--- src/rtl/skt_pkg.sv ---
`timescale 1ns / 1ps
// ----------------------------------------------------------------------------
// skt_pkg: shared types and constants for the sorted key table
// Table size, item layouts, op and status codes, cell command format.
// ----------------------------------------------------------------------------
package skt_pkg;

  localparam int DEPTH     = 256;
  localparam int KEY_WIDTH = 32;
  localparam int IDX_W     = $clog2(DEPTH);
  localparam int CNT_W     = $clog2(DEPTH + 1);
  // read-back OR tree: cells per group, number of groups
  localparam int GRP       = 16;
  localparam int NGRP      = (DEPTH + GRP - 1) / GRP;

  localparam logic [2:0] OP_INSERT     = 3'd0;
  localparam logic [2:0] OP_FIND       = 3'd1;
  localparam logic [2:0] OP_REMOVE_KEY = 3'd2;
  localparam logic [2:0] OP_REMOVE_POS = 3'd3;
  localparam logic [2:0] OP_APPEND     = 3'd4;
  localparam logic [2:0] OP_READ       = 3'd5;

  localparam logic [2:0] ST_OK       = 3'd0;
  localparam logic [2:0] ST_DUP      = 3'd1;
  localparam logic [2:0] ST_NOTFOUND = 3'd2;
  localparam logic [2:0] ST_FULL     = 3'd3;
  localparam logic [2:0] ST_BADPOS   = 3'd4;

  typedef struct packed {
    logic [2:0]  op;
    logic [31:0] key;
    logic [7:0]  position;
  } in_t;

  typedef struct packed {
    logic [2:0]  status;
    logic [7:0]  found_position;
    logic [31:0] found_key;
    logic [8:0]  count;
  } out_t;

  typedef enum logic [1:0] {
    CELL_HOLD,
    CELL_INS,   // target takes key, cells above take left neighbor
    CELL_DEL,   // target and cells above take right neighbor
    CELL_APP    // target takes key
  } cell_op_e;

  typedef struct packed {
    cell_op_e               op;
    logic [IDX_W-1:0]       target;
    logic [IDX_W-1:0]       sel;
    logic [KEY_WIDTH-1:0]   key;
  } cell_cmd_t;

  // entry read back from the selected cell, with its compare flags
  typedef struct packed {
    logic                 lt;   // probe key below entry
    logic                 gt;   // probe key above entry
    logic [KEY_WIDTH-1:0] key;
  } sel_t;

endpackage

--- src/rtl/skt_cell.sv ---
`timescale 1ns / 1ps
// ----------------------------------------------------------------------------
// skt_cell: one table entry
// Holds one key, shifts with its neighbors on insert and remove, and
// drives its key and compare flags into the read-back tree when selected.
// ----------------------------------------------------------------------------
module skt_cell import skt_pkg::*; (
  input  logic                 clk_i,
  input  logic [IDX_W-1:0]     idx_i,
  input  cell_cmd_t            cmd_i,
  input  logic [KEY_WIDTH-1:0] left_i,
  input  logic [KEY_WIDTH-1:0] right_i,
  output logic [KEY_WIDTH-1:0] key_o,
  output sel_t                 sel_o
);

  logic [KEY_WIDTH-1:0] key_q, key_d;
  sel_t                 sel_q, sel_d;

  always_comb begin
    key_d = key_q;
    case (cmd_i.op)
      CELL_INS: begin
        if (idx_i == cmd_i.target) begin
          key_d = cmd_i.key;
        end else if (idx_i > cmd_i.target) begin
          key_d = left_i;
        end
      end
      CELL_DEL: begin
        if (idx_i >= cmd_i.target) begin
          key_d = right_i;
        end
      end
      CELL_APP: begin
        if (idx_i == cmd_i.target) begin
          key_d = cmd_i.key;
        end
      end
      default: key_d = key_q;
    endcase
  end

  always_comb begin
    sel_d = '0;
    if (idx_i == cmd_i.sel) begin
      sel_d.lt  = cmd_i.key < key_q;
      sel_d.gt  = cmd_i.key > key_q;
      sel_d.key = key_q;
    end
  end

  always_ff @(posedge clk_i) begin
    key_q <= key_d;
    sel_q <= sel_d;
  end

  assign key_o = key_q;
  assign sel_o = sel_q;

endmodule

--- config.mk ---
export PLATFORM = sky130hd
export DESIGN_NAME = skt_cell
export DESIGN_NICKNAME = d
export VERILOG_FILES = /design/src/rtl/skt_pkg.sv /design/src/rtl/skt_cell.sv
export SDC_FILE = /design/constraint.sdc
export NUM_CORES = 1
export LEC_CHECK = 0
export BUFFER_PORTS_ARGS = -buffer_cell sky130_fd_sc_hd__buf_2
export CAP_MARGIN = 20
export CORE_AREA = 2 2 112 114
export CTS_BUF_LIST = sky130_fd_sc_hd__clkbuf_8
export DETAILED_ROUTE_END_ITERATION = 6
export DIE_AREA = 0 0 114 116
export GPL_TIMING_DRIVEN = 0
export SLEW_MARGIN = 20
export SYNTH_ARGS = -nofsm -noshare
export SYNTH_HDL_FRONTEND = slang
export SYNTH_SLANG_ARGS = --single-unit
--- constraint.sdc ---
create_clock -name clk_i -period 7 [get_ports clk_i]
set_input_delay 1.05 -clock clk_i [delete_from_list [all_inputs] [get_ports clk_i]]
set_output_delay 1.05 -clock clk_i [all_outputs]
set_load 0.05 [all_outputs]
==> flow_summary.ini <==
[min_path]
min_from = key_o[0]
hold-path-endpoint = sel_o[0]
whs_path_depth = 1
holdCritPathClass = flop to flop

[critical_path]
worst_setup_path_end_kind = flop
ff2ff_setup_slack_ns = 4.94
cp-start-kind = input port
worstPathRequired_ns = 7.07
r2r_end = sel_o[33]
cp.arrival_ns = 3.10
r2r_cells = 7
crit_fanout = 17
crit_path_start = idx_i[5]
worstReg2RegStart = key_o[14]
critPathKind = input port to flop

[sta]
finalCriticalPeriod_ns = 3.03
relSlewSlack = 0.436
hold_slack_ns = 0.529
setup-tns-final_ns = 0
setup-violations-final = 0
hold_violations = 0
period_share = 0.433
maxSlewViolCount = 0
rsz0062_at_grt = no
tightestPinTransition_ns = 0.847
max_clock_freq_mhz = 330
finClkSkew_ns = 0.00891

[cells_and_area]
nets = 765
layout_commonest_cell = buf_2
area_growth_pct = 34.0
final_cell_mix = 192 x buf_2, 44 x a21oi_1, 43 x inv_1
antenna_cells = 0
drive_gt1_frac = 0.400

[logic_synthesis]
synth.avg_cell_area_sq_um = 10.2
yosys_warnings = 0
ys.flop_type = dfxtp_1
ys_seq_area_frac = 0.400
synth_area_sq_mm = 0.00410
netlist_instances = 403
syn_nets = 566
ys_async_sr_fraction = 0
synth.distinct_cells = 34
synth_edf_count = 32
ys_ff_latch = 66

[drt]
drtAntennaViolNets = 0
first_pass_iters = 4
routed_wl_mm = 13.1
drt_iter0_drc = 184
drc = 0
vias = 3745
via_per_inst = 4.97
wl_per_cell_um = 17.4

[clocking]
post_cts_resized = 0
path_clk_slew_ns = 0.07
cts_max_path_buffers = 2
cts_max_level = 3
clock_latency_ns = 0.36
root_buffer = clkbuf_8
ctsHoldBuffers = 0
numCtsBuffers = 9
cts_setup_buffers = 0
cts_tree = yes
cts.sinks = 66

[floorplanning]
core_sq_mm = 0.0119
die-area_sq_mm = 0.0132
die_x_um = 114
rows = 40
io_pins = 189
start_util = 0.344
die_h_um = 116

[grt]
grt_max_degree = 18
grt_use_total = 0.199
grt_pass1_wl_mm = 19.9
gr-total-overflow = 0
antenna_found_initial = 1
grt_pass1_vias = 3830

[placement]
post-dp-hpwl_mm = 10.2
gp_congestion = 0.828
numPortBuffers = 187

[power]
p_leak_nw = 2.66
p_per_area_mw_per_mm2 = 215
ir_drop_v = 0.0000866

[run]
cap_violations = 0

[outcome]
outcome = complete, no violations
## logic make-up after synthesis
| family | synth area share |
|---|---|
| mux | 0.0760 |
| xor+xnor | 0.0171 |
| compound gates | 0.180 |
| buf+inv | 0.0702 |
| simple gates | 0.135 |
| flops | 0.400 |
| fa+ha+maj | 0.122 |
## where the power goes
group	switching, mW	internal [mW]
Sequential	0.0133	0.436
Combinational	0.217	0.112
Clock	0.158	0.245
## state kept, by name, indices dropped and copies added (netlist names)
signal  flops
key_o      32
sel_o      34
## layer usage
| metal | wire length [um] | track usage | part of all wire | vias up |
|---|---|---|---|---|
| met4 | 201 | 0.0537 | 0.015 | 2 |
| met1 | 5690 | 0.241 | 0.43 | 1744 |
| met2 | 6410 | 0.350 | 0.49 | 118 |
| li1 | - | - | - | 1864 |
| met5 | 16 | 0 | 0.0012 | - |
| met3 | 779 | 0.0539 | 0.060 | 17 |
## critical path: stages
cell	delay (ns)
buf_2	0.11
ha_1	0.29
and4_1	0.22
and3_1	0.17
buf_6	0.14
buf_6	0.16
buf_6	0.19
o22a_2	0.51
buf_16	0.22
## cell usage after synthesis, types with 6 or more instances
| cell | count | area, sq um |
|---|---|---|
| a211oi_2 | 29 | 363 |
| nor3_1 | 32 | 160 |
| nand3_1 | 6 | 30.0 |
| nand2_1 | 10 | 37.5 |
| a21o_1 | 6 | 45.0 |
| nor2b_1 | 32 | 200 |
| a21oi_1 | 44 | 220 |
| mux2i_1 | 30 | 300 |
| clkbuf_1 | 11 | 41.3 |
| dfxtp_1 | 34 | 681 |
| inv_1 | 41 | 154 |
| ha_1 | 40 | 500 |
| nand4_1 | 8 | 50.1 |
| edfxtp_1 | 32 | 961 |
| xnor2_1 | 8 | 70.1 |
## area by class of cell
cell class	count	area (sq um)
Clock buffer	10	138
Timing Repair Buffer	188	963
Multi-Input combinational cell	272	2170
Fill cell	1186	6420
Clock inverter	6	106
Tap cell	147	184
Inverter	41	154
Buffer	24	134
Sequential cell	66	1640
## worst max-delay path by stage
stage,endpoint,slack (ns),cells past startpoint
6_report,key_o[16],3.97,9
5_1_grt,key_o[16],3.84,9
4_1_cts,key_o[7],3.94,9
3_5_place_dp,key_o[16],3.56,9
3_3_place_gp,key_o[16],2.89,8
2_1_floorplan,key_o[0],3.70,8
## per-stage QoR
stage | cell area, sq um | total power [mW] | std cells | util | worst slack [ns]
floorplan | 4100 | 0.673 | 403 | - | 3.70
global placement | 5220 | 0.778 | 737 | 0.438 | 2.89
detailed placement | 5250 | 0.788 | 738 | 0.441 | 3.56
CTS | 5490 | 1.19 | 754 | 0.461 | 3.94
global route | 5490 | 1.24 | 754 | 0.461 | 3.84
finish | 5490 | 1.18 | 754 | 0.461 | 3.97
(Power assumes the default switching activity.)
