**src/rtl/skt_pkg.sv**
```systemverilog
`timescale 1ns / 1ps
// ----------------------------------------------------------------------------
// skt_pkg: shared types and constants for the sorted key table
// Table size, item layouts, op and status codes, cell command format.
// ----------------------------------------------------------------------------
package skt_pkg;

  localparam int DEPTH     = 256;
  localparam int KEY_WIDTH = 32;
  localparam int IDX_W     = $clog2(DEPTH);
  localparam int CNT_W     = $clog2(DEPTH + 1);
  // read-back OR tree: cells per group, number of groups
  localparam int GRP       = 16;
  localparam int NGRP      = (DEPTH + GRP - 1) / GRP;

  localparam logic [2:0] OP_INSERT     = 3'd0;
  localparam logic [2:0] OP_FIND       = 3'd1;
  localparam logic [2:0] OP_REMOVE_KEY = 3'd2;
  localparam logic [2:0] OP_REMOVE_POS = 3'd3;
  localparam logic [2:0] OP_APPEND     = 3'd4;
  localparam logic [2:0] OP_READ       = 3'd5;

  localparam logic [2:0] ST_OK       = 3'd0;
  localparam logic [2:0] ST_DUP      = 3'd1;
  localparam logic [2:0] ST_NOTFOUND = 3'd2;
  localparam logic [2:0] ST_FULL     = 3'd3;
  localparam logic [2:0] ST_BADPOS   = 3'd4;

  typedef struct packed {
    logic [2:0]  op;
    logic [31:0] key;
    logic [7:0]  position;
  } in_t;

  typedef struct packed {
    logic [2:0]  status;
    logic [7:0]  found_position;
    logic [31:0] found_key;
    logic [8:0]  count;
  } out_t;

  typedef enum logic [1:0] {
    CELL_HOLD,
    CELL_INS,   // target takes key, cells above take left neighbor
    CELL_DEL,   // target and cells above take right neighbor
    CELL_APP    // target takes key
  } cell_op_e;

  typedef struct packed {
    cell_op_e               op;
    logic [IDX_W-1:0]       target;
    logic [IDX_W-1:0]       sel;
    logic [KEY_WIDTH-1:0]   key;
  } cell_cmd_t;

  // entry read back from the selected cell, with its compare flags
  typedef struct packed {
    logic                 lt;   // probe key below entry
    logic                 gt;   // probe key above entry
    logic [KEY_WIDTH-1:0] key;
  } sel_t;

endpackage

```
**src/rtl/skt_group.sv**
```systemverilog
`timescale 1ns / 1ps
// ----------------------------------------------------------------------------
// skt_group: first level of the read-back tree
// ORs the outputs of one group of cells (only the selected one is nonzero)
// into a register.
// ----------------------------------------------------------------------------
module skt_group import skt_pkg::*; (
  input  logic             clk_i,
  input  sel_t [GRP-1:0]   cells_i,
  output sel_t             grp_o
);

  sel_t grp_q, grp_d;

  always_comb begin
    grp_d = '0;
    for (int i = 0; i < GRP; i++) begin
      grp_d = grp_d | cells_i[i];
    end
  end

  always_ff @(posedge clk_i) begin
    grp_q <= grp_d;
  end

  assign grp_o = grp_q;

endmodule

```
**config.mk**
```make
export PLATFORM = sky130hd
export DESIGN_NAME = skt_group
export DESIGN_NICKNAME = d
export VERILOG_FILES = /design/src/rtl/skt_pkg.sv /design/src/rtl/skt_group.sv
export SDC_FILE = /design/constraint.sdc
export NUM_CORES = 1
export LEC_CHECK = 0
export ABC_CLOCK_PERIOD_IN_PS = 1300
export BUFFER_PORTS_ARGS = -buffer_cell sky130_fd_sc_hd__buf_2
export CAP_MARGIN = 40
export CELL_PAD_IN_SITES_DETAIL_PLACEMENT = 1
export CELL_PAD_IN_SITES_GLOBAL_PLACEMENT = 1
export CORE_AREA = 4 4 224 226
export DETAILED_ROUTE_END_ITERATION = 7
export DIE_AREA = 0 0 228 230
export PLACE_DENSITY_LB_ADDON = 0.1
export SKIP_CTS_REPAIR_TIMING = 1
export SLEW_MARGIN = 20
export SYNTH_ARGS = -nofsm -noshare
export SYNTH_HDL_FRONTEND = slang
export SYNTH_SLANG_ARGS = --single-unit
```
**constraint.sdc**
```tcl
create_clock -name clk_i -period 1.3 [get_ports clk_i]
set_input_delay 0.195 -clock clk_i [delete_from_list [all_inputs] [get_ports clk_i]]
set_output_delay 0.195 -clock clk_i [all_outputs]
set_load 0.01 [all_outputs]
```
==> metrics.txt, run 1 <==
run status finished, final reports clean; clock root buffer clkbuf_16; most common cell after layout, fill and taps aside buf_2; register bit total from synthesis 34; # fillers 5936; Max VDD drop 0.318 mV; first-pass GRT wire length 31.8 mm; clock-pin slew on the worst setup and hold paths 0.07 ns; Worst-Margin Slew 0.510 ns; Num CTS Buffers 5; drc violations 0; Worst Path Max Fanout 1; kind of end point of the critical path output port; Reg area 681 um^2; Detailed Route WL 23.1 mm; startpoint types flop; htree depth 2; Clock Sinks 34; WP data required 1.11 ns; final net count 1340; fin crit share 0.795; Hold Fails Final Rpt 0; Static Leakage 2.67 nW; max FFs per register 34; number of global-route vias before repair 5077; Worst EP arrival 0.84 ns; unrepaired setup endpoints after global routing no; Rel. slew slack 0.657; GR Overflow Total 0; # setup viols final 0; post-route ant nets 0; Mapped Nets 749; Power Dens Cells 596 nW/um^2; DIE WIDTH 228 um; die area 52400 um^2; core box area 48300 um^2; setup TNS 0 ns; area delta synth->final 222%; delay-heaviest family, CP flip-flops; total iterations of the first detailed-routing run 4; drt via density 3.05; Clock Tree Buf Depth 2; via count 4329; most frequent cells in the layout buf_2, nor4_1, nand4_1, dfxtp_1, buf_4; post-synthesis cell area 1740 um^2; highest clock rate 967 MHz; CP peak stage delay 0.30 ns; initial antenna violation count 4; die height 230 um; cells after synthesis 204; WP buf/inv 1; CP cell instances buf_2; syn avg cell area 8.55 um^2; gpl congestion 0.820; CTS tree done; largest net degree at the start of global routing 11; Final min period 1.03 ns; Seq/Total Area, Yosys 0.390; slowest cell on the critical path dfxtp_1; synth unique cells 3; Hold Crit Class in2reg; input/output buffers 578; share of layout cells above drive strength 1 0.742; DP HPWL 21.8 mm; Total GRT Usage 0.0838; Multi-input gate area 1060 um^2; total power 3.35 mW; max-cap violations 0; # rows 81; IO Pins 579; WL per Instance 16.2 um; fin. max-slew vios 0; Iter 0 DRT Violations 36; Synth warnings 0; critical path class reg2out; Initial Utilization 0.0361
## routing by layer
metal / vias up / share of wire / global-route usage
met4: 2 / 0.015 / 0.0279
li1: 2140 / - / -
met3: 12 / 0.095 / 0.0316
met1: 1906 / 0.31 / 0.0742
met5: - / 0.00056 / 0
met2: 269 / 0.58 / 0.171
## power by group
group	switching (mW)	internal [mW]	total, mW
Clock	0.605	0.765	1.37
Combinational	0.313	0.622	0.935
Sequential	0.00000608	1.04	1.04
Total	0.918	2.43	3.35
## through the flow
stage | instances | instance area (um^2) | utilization | hold slack, ns | setup slack [ns]
after floorplan | 204 | 1740 | - | 0.298 | 0.626
after global placement | 1410 | 5460 | 0.113 | 0.401 | -0.0557
after detailed placement | 1410 | 5460 | 0.113 | 0.401 | -0.0105
after CTS | 1418 | 5610 | 0.116 | 0.0349 | 0.186
after global routing | 1421 | 5620 | 0.116 | 0.0587 | 0.204
final | 1421 | 5620 | 0.116 | 0.0746 | 0.266
## synthesized netlist by cell type (all sizes together)
master | instances | share of area
nand4 | 34 | 0.12
dfxtp | 34 | 0.39
nor4 | 136 | 0.49
## cell type report
type / instances / share of cell area
diodes: 3 / 0.00134
multi-input cells: 170 / 0.189
repair buffers: 584 / 0.523
flip-flops and latches: 34 / 0.121
clock inverters: 1 / 0.000891
well taps: 622 / 0.139
clock buffers: 7 / 0.0254
## final timing paths
kind / start / end / slack (ns) / cells past startpoint
hold / removal: cells_i[522] / grp_o[12] / 0.07 / 3
setup / recovery: grp_o[10] / grp_o[10] / 0.27 / 1
## cell families after synthesis
kind of cell / count (synthesis) / synth area share
and+or+nand+nor: 170 / 0.610
DFF: 34 / 0.390
(Power assumes the default switching activity.)
==> run 2, diff against run 1 <==
--- a/config.mk
+++ b/config.mk
@@ -5,7 +5,7 @@
 export SDC_FILE = /design/constraint.sdc
 export NUM_CORES = 1
 export LEC_CHECK = 0
-export ABC_CLOCK_PERIOD_IN_PS = 1300
+export ABC_CLOCK_PERIOD_IN_PS = 1000
 export BUFFER_PORTS_ARGS = -buffer_cell sky130_fd_sc_hd__buf_2
 export CAP_MARGIN = 40
 export CELL_PAD_IN_SITES_DETAIL_PLACEMENT = 1
==> constraint.sdc (replaced) <==
create_clock -name clk_i -period 1 [get_ports clk_i]
set_input_delay 0.15 -clock clk_i [delete_from_list [all_inputs] [get_ports clk_i]]
set_output_delay 0.15 -clock clk_i [all_outputs]
set_load 0.01 [all_outputs]
==> run 2 against run 1 <==
  * Critical path depth is the same
  * Highest routed layer is now met4
  * Die area is the same
  * Design area grew 0.47%
  * Largest power group unchanged
  * Sequential power grew 30%
  * Final cell count grew 0.14%
==> metrics.txt, run 2 (synthesis results as in run 1) <==
Iter 0 DRT Violations 24 (-33%); # setup viols final 0 (unchanged); unrepaired setup endpoints after global routing no; Max VDD drop 0.464 mV (+46%); Hold Path Stages 3 (unchanged); drc violations 0 (unchanged); Clock Sinks 34 (unchanged); max FFs per register 34 (unchanged); delay-heaviest family, CP flip-flops; Detailed Route WL 23.0 mm (-0.46%); input/output buffers 578 (unchanged); Num CTS Buffers 5 (unchanged); clock root buffer clkbuf_16; first-pass GRT wire length 31.5 mm (-0.91%); DP HPWL 21.8 mm (about the same); placed cells 1413 (+0.21%); Worst-Margin Slew 0.458 ns (-0.0514 ns); fin cells 1423 (+0.14%); final net count 1343 (+0.22%); fin. max-slew vios 0 (unchanged); WP data required 0.85 ns (-0.26 ns); # rows 81 (unchanged); CTS tree done; most frequent cells in the layout buf_2, nor4_1, nand4_1, dfxtp_1, buf_4; Clock Tree Buf Depth 2 (unchanged); Worst Path Max Fanout 1 (unchanged); GR Overflow Total 0 (unchanged); WL per Instance 16.2 um (-0.60%); kind of end point of the critical path output port; post-route ant nets 0 (unchanged); DIE WIDTH 228 um (unchanged); via count 4340 (+0.25%); initial antenna violation count 5 (+1); PnR worst setup slack 0.0697 ns (-0.197 ns); fin crit share 0.930; Worst Setup Slack post-DPL -0.260 ns (-0.249 ns); share of layout cells above drive strength 1 0.746 (+0.00315); Total GRT Usage 0.0832 (-0.000590); CP cell instances buf_4; Final min period 0.930 ns; WP buf/inv 1 (unchanged); area delta synth->final 223%; startpoint types flop; slowest cell on the critical path dfxtp_2; most common cell after layout, fill and taps aside buf_2; Initial Utilization 0.0361 (unchanged); Static Leakage 2.68 nW (+0.49%); critical path class reg2out; Power Dens Cells 752 nW/um^2 (+26%); Hold Fails Final Rpt 0 (unchanged); number of global-route vias before repair 5060 (-0.33%); critical path depth in cells 1 (unchanged); fin area 5640 um^2 (+0.47%); die height 230 um (unchanged); max-cap violations 0 (unchanged); drt via density 3.05 (+0.11%); highest clock rate 1070 MHz; htree depth 2 (unchanged); CP peak stage delay 0.33 ns (+0.03 ns); run status finished, final reports clean; gpl congestion 0.786 (-4.2%); Placed Area 5480 um^2 (+0.41%); die area 52400 um^2 (unchanged); largest net degree at the start of global routing 10 (-1); core box area 48300 um^2 (unchanged); final hold slack 0.0341 ns (-0.0405 ns); Rel. slew slack 0.692 (+0.0346); clock-pin slew on the worst setup and hold paths 0.06 ns (about the same); Worst EP arrival 0.78 ns (-0.06 ns); total iterations of the first detailed-routing run 4 (unchanged); IO Pins 579 (unchanged); total power 4.24 mW (+27%); Hold Crit Class in2reg
## run 2: cell count changes in the layout (fill, tap and decap cells not counted), sizes merged
cell,previous run,this run
buf,584,587
clkinv,1,0
## run 2: area by class of cell
type	count	area, um^2
Multi-Input combinational cell	170	1070
Fill cell	5967	42700
Sequential cell	34	683
Timing Repair Buffer	587	2970
Antenna cell	3	7.51
Clock buffer	7	133
Tap cell	622	778
## run 2: power breakdown
part	internal, mW	switching [mW]
sequential	1.35	0.00000837
clock	0.917	0.752
combinational	0.813	0.406
## run 2: tightest hold or removal path, delay by kind of cell
kind / cells / cell delay (ns)
simple gates: 2 / 0.08
buf+inv: 1 / 0.08
## run 2: path summary, 6_finish.rpt
path / from / to / slack [ns]
worst max-delay path: grp_o[27] / grp_o[27] / 0.07
worst min-delay path: cells_i[522] / grp_o[12] / 0.03
## run 2: metal layers
metal | vias up | track usage | part of all wire
met4 | 0 | 0.0331 | 0.016
met1 | 1916 | 0.0755 | 0.32
met2 | 272 | 0.168 | 0.58
met5 | - | 0 | 0
met3 | 10 | 0.0276 | 0.087
li1 | 2142 | - | -
## run 2: stage by stage
step / TNS [ns] / utilization
floorplan: 0 / -
global placement: -0.484 / 0.113
detailed placement: -0.467 / 0.113
CTS: -0.140 / 0.116
global route: 0 / 0.117
finish: 0 / 0.117
