## src/rtl/skt_pkg.sv

```systemverilog
`timescale 1ns / 1ps
// ----------------------------------------------------------------------------
// skt_pkg: shared types and constants for the sorted key table
// Table size, item layouts, op and status codes, cell command format.
// ----------------------------------------------------------------------------
package skt_pkg;

  localparam int DEPTH     = 256;
  localparam int KEY_WIDTH = 32;
  localparam int IDX_W     = $clog2(DEPTH);
  localparam int CNT_W     = $clog2(DEPTH + 1);
  // read-back OR tree: cells per group, number of groups
  localparam int GRP       = 16;
  localparam int NGRP      = (DEPTH + GRP - 1) / GRP;

  localparam logic [2:0] OP_INSERT     = 3'd0;
  localparam logic [2:0] OP_FIND       = 3'd1;
  localparam logic [2:0] OP_REMOVE_KEY = 3'd2;
  localparam logic [2:0] OP_REMOVE_POS = 3'd3;
  localparam logic [2:0] OP_APPEND     = 3'd4;
  localparam logic [2:0] OP_READ       = 3'd5;

  localparam logic [2:0] ST_OK       = 3'd0;
  localparam logic [2:0] ST_DUP      = 3'd1;
  localparam logic [2:0] ST_NOTFOUND = 3'd2;
  localparam logic [2:0] ST_FULL     = 3'd3;
  localparam logic [2:0] ST_BADPOS   = 3'd4;

  typedef struct packed {
    logic [2:0]  op;
    logic [31:0] key;
    logic [7:0]  position;
  } in_t;

  typedef struct packed {
    logic [2:0]  status;
    logic [7:0]  found_position;
    logic [31:0] found_key;
    logic [8:0]  count;
  } out_t;

  typedef enum logic [1:0] {
    CELL_HOLD,
    CELL_INS,   // target takes key, cells above take left neighbor
    CELL_DEL,   // target and cells above take right neighbor
    CELL_APP    // target takes key
  } cell_op_e;

  typedef struct packed {
    cell_op_e               op;
    logic [IDX_W-1:0]       target;
    logic [IDX_W-1:0]       sel;
    logic [KEY_WIDTH-1:0]   key;
  } cell_cmd_t;

  // entry read back from the selected cell, with its compare flags
  typedef struct packed {
    logic                 lt;   // probe key below entry
    logic                 gt;   // probe key above entry
    logic [KEY_WIDTH-1:0] key;
  } sel_t;

endpackage

```

## src/rtl/skt_ctrl.sv

```systemverilog
`timescale 1ns / 1ps
// ----------------------------------------------------------------------------
// skt_ctrl: operation sequencer
// Runs the binary search over the cell row one probe at a time, issues
// shift commands, tracks the entry count and holds the result register.
// ----------------------------------------------------------------------------
module skt_ctrl import skt_pkg::*; (
  input  logic      clk_i,
  input  logic      rst_ni,
  input  logic      in_valid_i,
  output logic      in_stall_o,
  input  in_t       in_i,
  output logic      out_valid_o,
  input  logic      out_stall_i,
  output out_t      out_o,
  output cell_cmd_t cmd_o,
  input  sel_t      probe_i
);

  typedef enum logic [2:0] {
    S_IDLE,
    S_START,
    S_SEL1,
    S_SEL2,
    S_EVAL,
    S_DONE
  } state_e;

  state_e               state_q, state_d;
  logic [2:0]           op_q, op_d;
  logic [KEY_WIDTH-1:0] key_q, key_d;
  logic [7:0]           pos_q, pos_d;
  logic [CNT_W-1:0]     lo_q, lo_d;
  logic [CNT_W-1:0]     hi_q, hi_d;
  logic [IDX_W-1:0]     mid_q, mid_d;
  logic [CNT_W-1:0]     count_q, count_d;
  out_t                 res_q, res_d;
  logic                 out_valid_q, out_valid_d;
  out_t                 out_q, out_d;

  logic                 srch_go;
  logic [CNT_W-1:0]     nlo, nhi;
  logic [CNT_W:0]       mid_sum;
  logic                 full;

  assign full    = count_q >= CNT_W'(DEPTH);
  assign mid_sum = {1'b0, nlo} + {1'b0, nhi};

  always_comb begin
    state_d     = state_q;
    op_d        = op_q;
    key_d       = key_q;
    pos_d       = pos_q;
    lo_d        = lo_q;
    hi_d        = hi_q;
    mid_d       = mid_q;
    count_d     = count_q;
    res_d       = res_q;
    out_valid_d = out_valid_q;
    out_d       = out_q;
    srch_go     = 1'b0;
    nlo         = lo_q;
    nhi         = hi_q;

    cmd_o.op     = CELL_HOLD;
    cmd_o.target = mid_q;
    cmd_o.sel    = mid_q;
    cmd_o.key    = key_q;

    in_stall_o = (state_q != S_IDLE);

    if (out_valid_q && !out_stall_i) begin
      out_valid_d = 1'b0;
    end

    case (state_q)
      S_IDLE: begin
        if (in_valid_i) begin
          op_d    = in_i.op;
          key_d   = in_i.key[KEY_WIDTH-1:0];
          pos_d   = in_i.position;
          state_d = S_START;
        end
      end

      S_START: begin
        res_d       = '0;
        res_d.count = 9'(count_q);
        state_d     = S_DONE;
        case (op_q)
          OP_INSERT, OP_FIND, OP_REMOVE_KEY: begin
            srch_go = 1'b1;
            nlo     = '0;
            nhi     = count_q;
          end
          OP_REMOVE_POS, OP_READ: begin
            if (CNT_W'(pos_q) >= count_q) begin
              res_d.status = ST_BADPOS;
            end else begin
              mid_d   = IDX_W'(pos_q);
              state_d = S_SEL1;
            end
          end
          OP_APPEND: begin
            if (full) begin
              res_d.status = ST_FULL;
            end else begin
              cmd_o.op             = CELL_APP;
              cmd_o.target         = IDX_W'(count_q);
              count_d              = count_q + CNT_W'(1);
              res_d.found_position = 8'(count_q);
              res_d.found_key      = 32'(key_q);
              res_d.count          = 9'(count_d);
            end
          end
          default: res_d.status = ST_OK;
        endcase
      end

      S_SEL1: state_d = S_SEL2;
      S_SEL2: state_d = S_EVAL;

      S_EVAL: begin
        state_d = S_DONE;
        if (op_q inside {OP_REMOVE_POS, OP_READ}) begin
          res_d.found_position = 8'(mid_q);
          res_d.found_key      = 32'(probe_i.key);
          if (op_q == OP_REMOVE_POS) begin
            cmd_o.op    = CELL_DEL;
            count_d     = count_q - CNT_W'(1);
            res_d.count = 9'(count_d);
          end
        end else if (!probe_i.lt && !probe_i.gt) begin
          res_d.found_position = 8'(mid_q);
          res_d.found_key      = 32'(probe_i.key);
          if (op_q == OP_INSERT) begin
            res_d.status = ST_DUP;
          end else if (op_q == OP_REMOVE_KEY) begin
            cmd_o.op    = CELL_DEL;
            count_d     = count_q - CNT_W'(1);
            res_d.count = 9'(count_d);
          end
        end else begin
          srch_go = 1'b1;
          if (probe_i.lt) begin
            nhi = CNT_W'(mid_q);
          end else begin
            nlo = CNT_W'(mid_q) + CNT_W'(1);
          end
        end
      end

      S_DONE: begin
        if (!out_valid_q || !out_stall_i) begin
          out_d       = res_q;
          out_valid_d = 1'b1;
          state_d     = S_IDLE;
        end
      end

      default: state_d = S_IDLE;
    endcase

    // next probe, or finish a search that ran out of range at nlo
    if (srch_go) begin
      lo_d = nlo;
      hi_d = nhi;
      if (nlo < nhi) begin
        mid_d   = mid_sum[IDX_W:1];
        state_d = S_SEL1;
      end else if (op_q == OP_INSERT) begin
        state_d = S_DONE;
        if (full) begin
          res_d.status = ST_FULL;
        end else begin
          cmd_o.op             = CELL_INS;
          cmd_o.target         = IDX_W'(nlo);
          count_d              = count_q + CNT_W'(1);
          res_d.found_position = 8'(nlo);
          res_d.found_key      = 32'(key_q);
          res_d.count          = 9'(count_d);
        end
      end else begin
        state_d      = S_DONE;
        res_d.status = ST_NOTFOUND;
      end
    end
  end

  always_ff @(posedge clk_i or negedge rst_ni) begin
    if (!rst_ni) begin
      state_q     <= S_IDLE;
      op_q        <= '0;
      key_q       <= '0;
      pos_q       <= '0;
      lo_q        <= '0;
      hi_q        <= '0;
      mid_q       <= '0;
      count_q     <= '0;
      res_q       <= '0;
      out_valid_q <= 1'b0;
      out_q       <= '0;
    end else begin
      state_q     <= state_d;
      op_q        <= op_d;
      key_q       <= key_d;
      pos_q       <= pos_d;
      lo_q        <= lo_d;
      hi_q        <= hi_d;
      mid_q       <= mid_d;
      count_q     <= count_d;
      res_q       <= res_d;
      out_valid_q <= out_valid_d;
      out_q       <= out_d;
    end
  end

  assign out_valid_o = out_valid_q;
  assign out_o       = out_q;

endmodule

```

## config.mk

```make
export PLATFORM = sky130hd
export DESIGN_NAME = skt_ctrl
export DESIGN_NICKNAME = d
export VERILOG_FILES = /design/src/rtl/skt_pkg.sv /design/src/rtl/skt_ctrl.sv
export SDC_FILE = /design/constraint.sdc
export NUM_CORES = 1
export LEC_CHECK = 0
export BUFFER_PORTS_ARGS = -buffer_cell sky130_fd_sc_hd__buf_4
export CORE_ASPECT_RATIO = 0.7
export CORE_MARGIN = 1.5
export CORE_UTILIZATION = 35
export DETAILED_ROUTE_END_ITERATION = 10
export GPL_ROUTABILITY_DRIVEN = 0
export PLACE_DENSITY = 0.61
export SYNTH_ARGS = -nofsm -noshare
export SYNTH_HDL_FRONTEND = slang
export SYNTH_SLANG_ARGS = --single-unit
```

## constraint.sdc

```tcl
create_clock -name clk_i -period 11.7 [get_ports clk_i]
set_input_delay 1.755 -clock clk_i [delete_from_list [all_inputs] [get_ports clk_i]]
set_output_delay 1.755 -clock clk_i [all_outputs]
set_load 0.005 [all_outputs]
```

==> impl_metrics.sql <==
INSERT INTO impl_metrics (metric_group, metric, value, unit) VALUES
('outcome', 'outcome', 'finished clean', ''),
('drt', 'wl', '29.69', 'mm'),
('placed_design', 'dpl-instance-area', '0.01139', 'sq mm'),
('critical_path', 'slowest_stage_cell_on_the_critical_path', 'sky130_fd_sc_hd__a21oi_1', ''),
('pwr', 'vdd.ir_drop.worst', '0.0001096', 'V'),
('sta', 'max_freq', '120.1', 'MHz'),
('critical_path', 'worst_ep_required_time', '9.95', 'ns'),
('pwr', 'power_per_cell_area', '277.2', 'mW/mm^2'),
('synth', 'syn-num-nets', '1035', ''),
('drt', 'via_per_instance_ratio', '5.539', ''),
('synth', 'combinational_family_with_the_most_area_after_synthesis', 'compound AO/OA/AOI/OAI gates', ''),
('placed_design', 'dp_worst_setup_slack', '3.472', 'ns'),
('global_route', 'pin_count_of_the_biggest_net_entering_global_routing', '111', ''),
('finish', 'most_frequent_cells_in_the_layout', 'sky130_fd_sc_hd__buf_4 (199), sky130_fd_sc_hd__dfrtp_1 (186), sky130_fd_sc_hd__a21oi_1 (96)', ''),
('critical_path', 'timing.critical_path.fanout_max', '56', ''),
('drt', 'wire_per_inst', '20.40', 'microns'),
('floorplanning', 'dieArea', '0.02865', 'sq mm'),
('critical_path', 'worst-setup-path-type', 'in2out', ''),
('synth', 'number_of_enable_type_register_cells_in_the_synthesized_netlist', '0', ''),
('synth', 'synth.yosys.warnings', '0', ''),
('synth', 'synthXorXnorAreaFrac', '2.626', '%'),
('clock_network', 'clock_latency', '0.44', 'ns'),
('finish', 'layout-drive-gt1-share', '31.16', '%'),
('clock_network', 'clkTransAtPathRegs', '0.07', 'ns'),
('synth', 'synthFlopType', 'sky130_fd_sc_hd__dfrtp_1', ''),
('global_route', 'gr-usage-met1', '32.38', '%'),
('finish', 'areaGrowthSynthToFinish', '23.94', '%'),
('synth', 'synth_top_cells_by_area', 'sky130_fd_sc_hd__dfrtp_1 (48%), sky130_fd_sc_hd__mux2_2 (11%), sky130_fd_sc_hd__a21oi_1 (5.0%), sky130_fd_sc_hd__ha_1 (3.5%), sky130_fd_sc_hd__o21ai_0 (2.9%)', ''),
('drt', 'vias', '8059', ''),
('synth', 'synth_area', '0.009671', 'sq mm'),
('sta', 'finalSetupViolCount', '0', ''),
('synth', 'synth.distinct_cells', '66', ''),
('sta', 'worst_clock_skew', '0.009203', 'ns'),
('finish', 'design.final.nets', '1187', ''),
('clock_network', 'post_cts_repair_resize_count', '0', ''),
('min_path', 'hp-class', 'reg2reg', ''),
('clock_network', 'number_of_clock_buffers_inserted_by_tritoncts', '17', ''),
('pwr', 'power.static_leakage', '0.005612', 'uW'),
('synth', 'post_synth_fa_ha_maj_area_fraction', '3.700', '%'),
('run', 'drv_cap', '0', ''),
('synth', 'postSynthRegisterBits', '186', ''),
('clock_network', 'cts.sinks', '186', ''),
('critical_path', 'critical_path.most_common_cell', 'sky130_fd_sc_hd__buf_4', ''),
('global_route', 'via_count_of_the_first_global_routing_pass', '7716', ''),
('clock_network', 'tritoncts_clock_tree', 'yes', ''),
('clock_network', 'cts_max_path_bufs', '2', ''),
('sta', 'finalHoldViolations', '0', ''),
('sta', 'finalWorstPathRequiredPeriod', '8.328', 'ns'),
('finish', 'stdcell_area', '0.01199', 'sq mm'),
('floorplanning', 'design.portCount', '185', ''),
('floorplanning', 'die_y', '142.1', 'microns'),
('drt', 'antenna_left', '0', ''),
('synth', 'synth.mux.area_fraction', '11.83', '%'),
('sta', 'worstMarginPinSlew', '1.191', 'ns'),
('global_route', 'globalRouteOverflowTotal', '0', ''),
('sta', 'max_slew_margin', '20.63', '%'),
('clock_network', 'cts_setup_buffers', '0', ''),
('sta', 'post-route-period-util', '71.18', '%'),
('finish', 'mostFrequentLayoutCell', 'sky130_fd_sc_hd__buf_4', ''),
('drt', 'drt_first_pass_iters', '5', ''),
('synth', 'synthesis.area_per_instance', '10.44', 'sq um'),
('floorplanning', 'initial_core_util', '35.87', '%'),
('sta', 'setup_ws', '3.372', 'ns'),
('global_route', 'grt_antenna_before_repair', '0', ''),
('sta', 'drv_slew', '0', ''),
('synth', 'synth_top_area_cell', 'sky130_fd_sc_hd__dfrtp_1', ''),
('placed_design', 'dp_hpwl', '20.59', 'mm'),
('synth', 'synth_seq_area_share', '48.13', '%'),
('critical_path', 'worstPathCellList', 'buf_4 -> nand2_1 -> a211oi_2 -> buf_4 -> a21oi_1 -> a221o_1 -> inv_1 -> ha_1 -> nand4b_1 -> a2111o_1 -> a21oi_4 -> buf_4 -> nor2_1 -> inv_2 -> buf_4', ''),
('global_route', 'grt_first_pass_wirelength', '45.97', 'mm'),
('finish', 'num_antenna_cells', '0', '');
[worst paths after layout]
check	startpoint	endpoint	slack, ns	cells past startpoint
min in group asynchronous	rst_ni	out_o[27]	1.44	1
worst max-delay path	probe_i[33]	cmd_o[48]	3.37	15
worst min-delay path	res_q[15]	out_o[15]	0.50	1
worst max register to register	state_q[2]	res_q[38]	5.92	11
max in group asynchronous	rst_ni	count_q[1]	8.68	2
worst min register to register	res_q[15]	out_o[15]	0.50	1
[synth_stat cells, drive strengths merged, types with 7 or more instances]
cell and number:
o21bai 9, nor2b 8, ha 27, a21oi 97, a31oi 9, a211oi 8
nand2 41, inv 30, o21ai 58, a221o 17, a21o 16, nand2b 8
clkbuf 54, mux2i 7, and3 33, dfrtp 186, mux2 95, o2bb2ai 32
buf 13, nand3 27, xnor2 23, nor3 16, nor2 45
[layout make-up]
| type | count | area, sq um | area share, % |
|---|---|---|---|
| timing repair buffer | 200 | 1508 | 12.58 |
| tap | 364 | 455.4 | 3.800 |
| clock inverter | 14 | 160.2 | 1.336 |
| inverter | 31 | 116.4 | 0.9709 |
| clock buffer | 18 | 439.2 | 3.664 |
| multi-input combinational | 642 | 4652 | 38.81 |
| sequential | 186 | 4654 | 38.84 |
[per-stage QoR]
step           hold WS, ns  total power (uW)  std cells  utilization [%]
2_1_floorplan       0.4627              2070        926                -
5_1_grt             0.5081              3544       1455            44.45
3_3_place_gp        0.4798              2680       1423            42.23
4_1_cts             0.4978              3324       1455            44.45
3_5_place_dp        0.4806              2707       1423            42.23
6_report            0.4991              3323       1455            44.45
[flip-flops by register name (all words and copies together), names as in the netlist]
register / flops
mid_q: 8
out_o: 52
key_q: 32
out_valid_o: 1
pos_q: 8
op_q: 3
count_q: 9
state_q: 3
res_q: 52
lo_q: 9
hi_q: 9
[routing by layer]
| layer | wire length [microns] | share of wire, % |
|---|---|---|
| met2 | 11710 | 39 |
| met4 | 447 | 1.5 |
| met5 | 0 | 0 |
| met1 | 14850 | 50 |
| met3 | 2679 | 9.0 |
[cell families after synthesis]
family,after synthesis
compound gates,283
simple gates,200
flops,186
mux,102
buf+inv,98
xor+xnor,29
fa+ha+maj,28
[worst register-to-register path, stage by stage, from the launching register on]
cell	delay, ns
sky130_fd_sc_hd__dfrtp_1	0.58
sky130_fd_sc_hd__or3b_1	0.64
sky130_fd_sc_hd__a2111o_1	0.81
sky130_fd_sc_hd__o21ai_0	0.69
sky130_fd_sc_hd__ha_1	0.37
sky130_fd_sc_hd__nand4b_1	0.27
sky130_fd_sc_hd__a2111o_1	0.51
sky130_fd_sc_hd__a21oi_4	0.17
sky130_fd_sc_hd__buf_4	0.58
sky130_fd_sc_hd__nor2_1	0.25
sky130_fd_sc_hd__inv_2	0.59
sky130_fd_sc_hd__o2bb2ai_1	0.23
[report_power, final]
part | switching [uW] | internal (uW) | total (uW)
logic | 842 | 732 | 1570
registers | 270 | 882 | 1150
clock network | 271 | 327 | 598
total | 1380 | 1940 | 3320
Note: power is estimated with default switching activity, not from simulation.
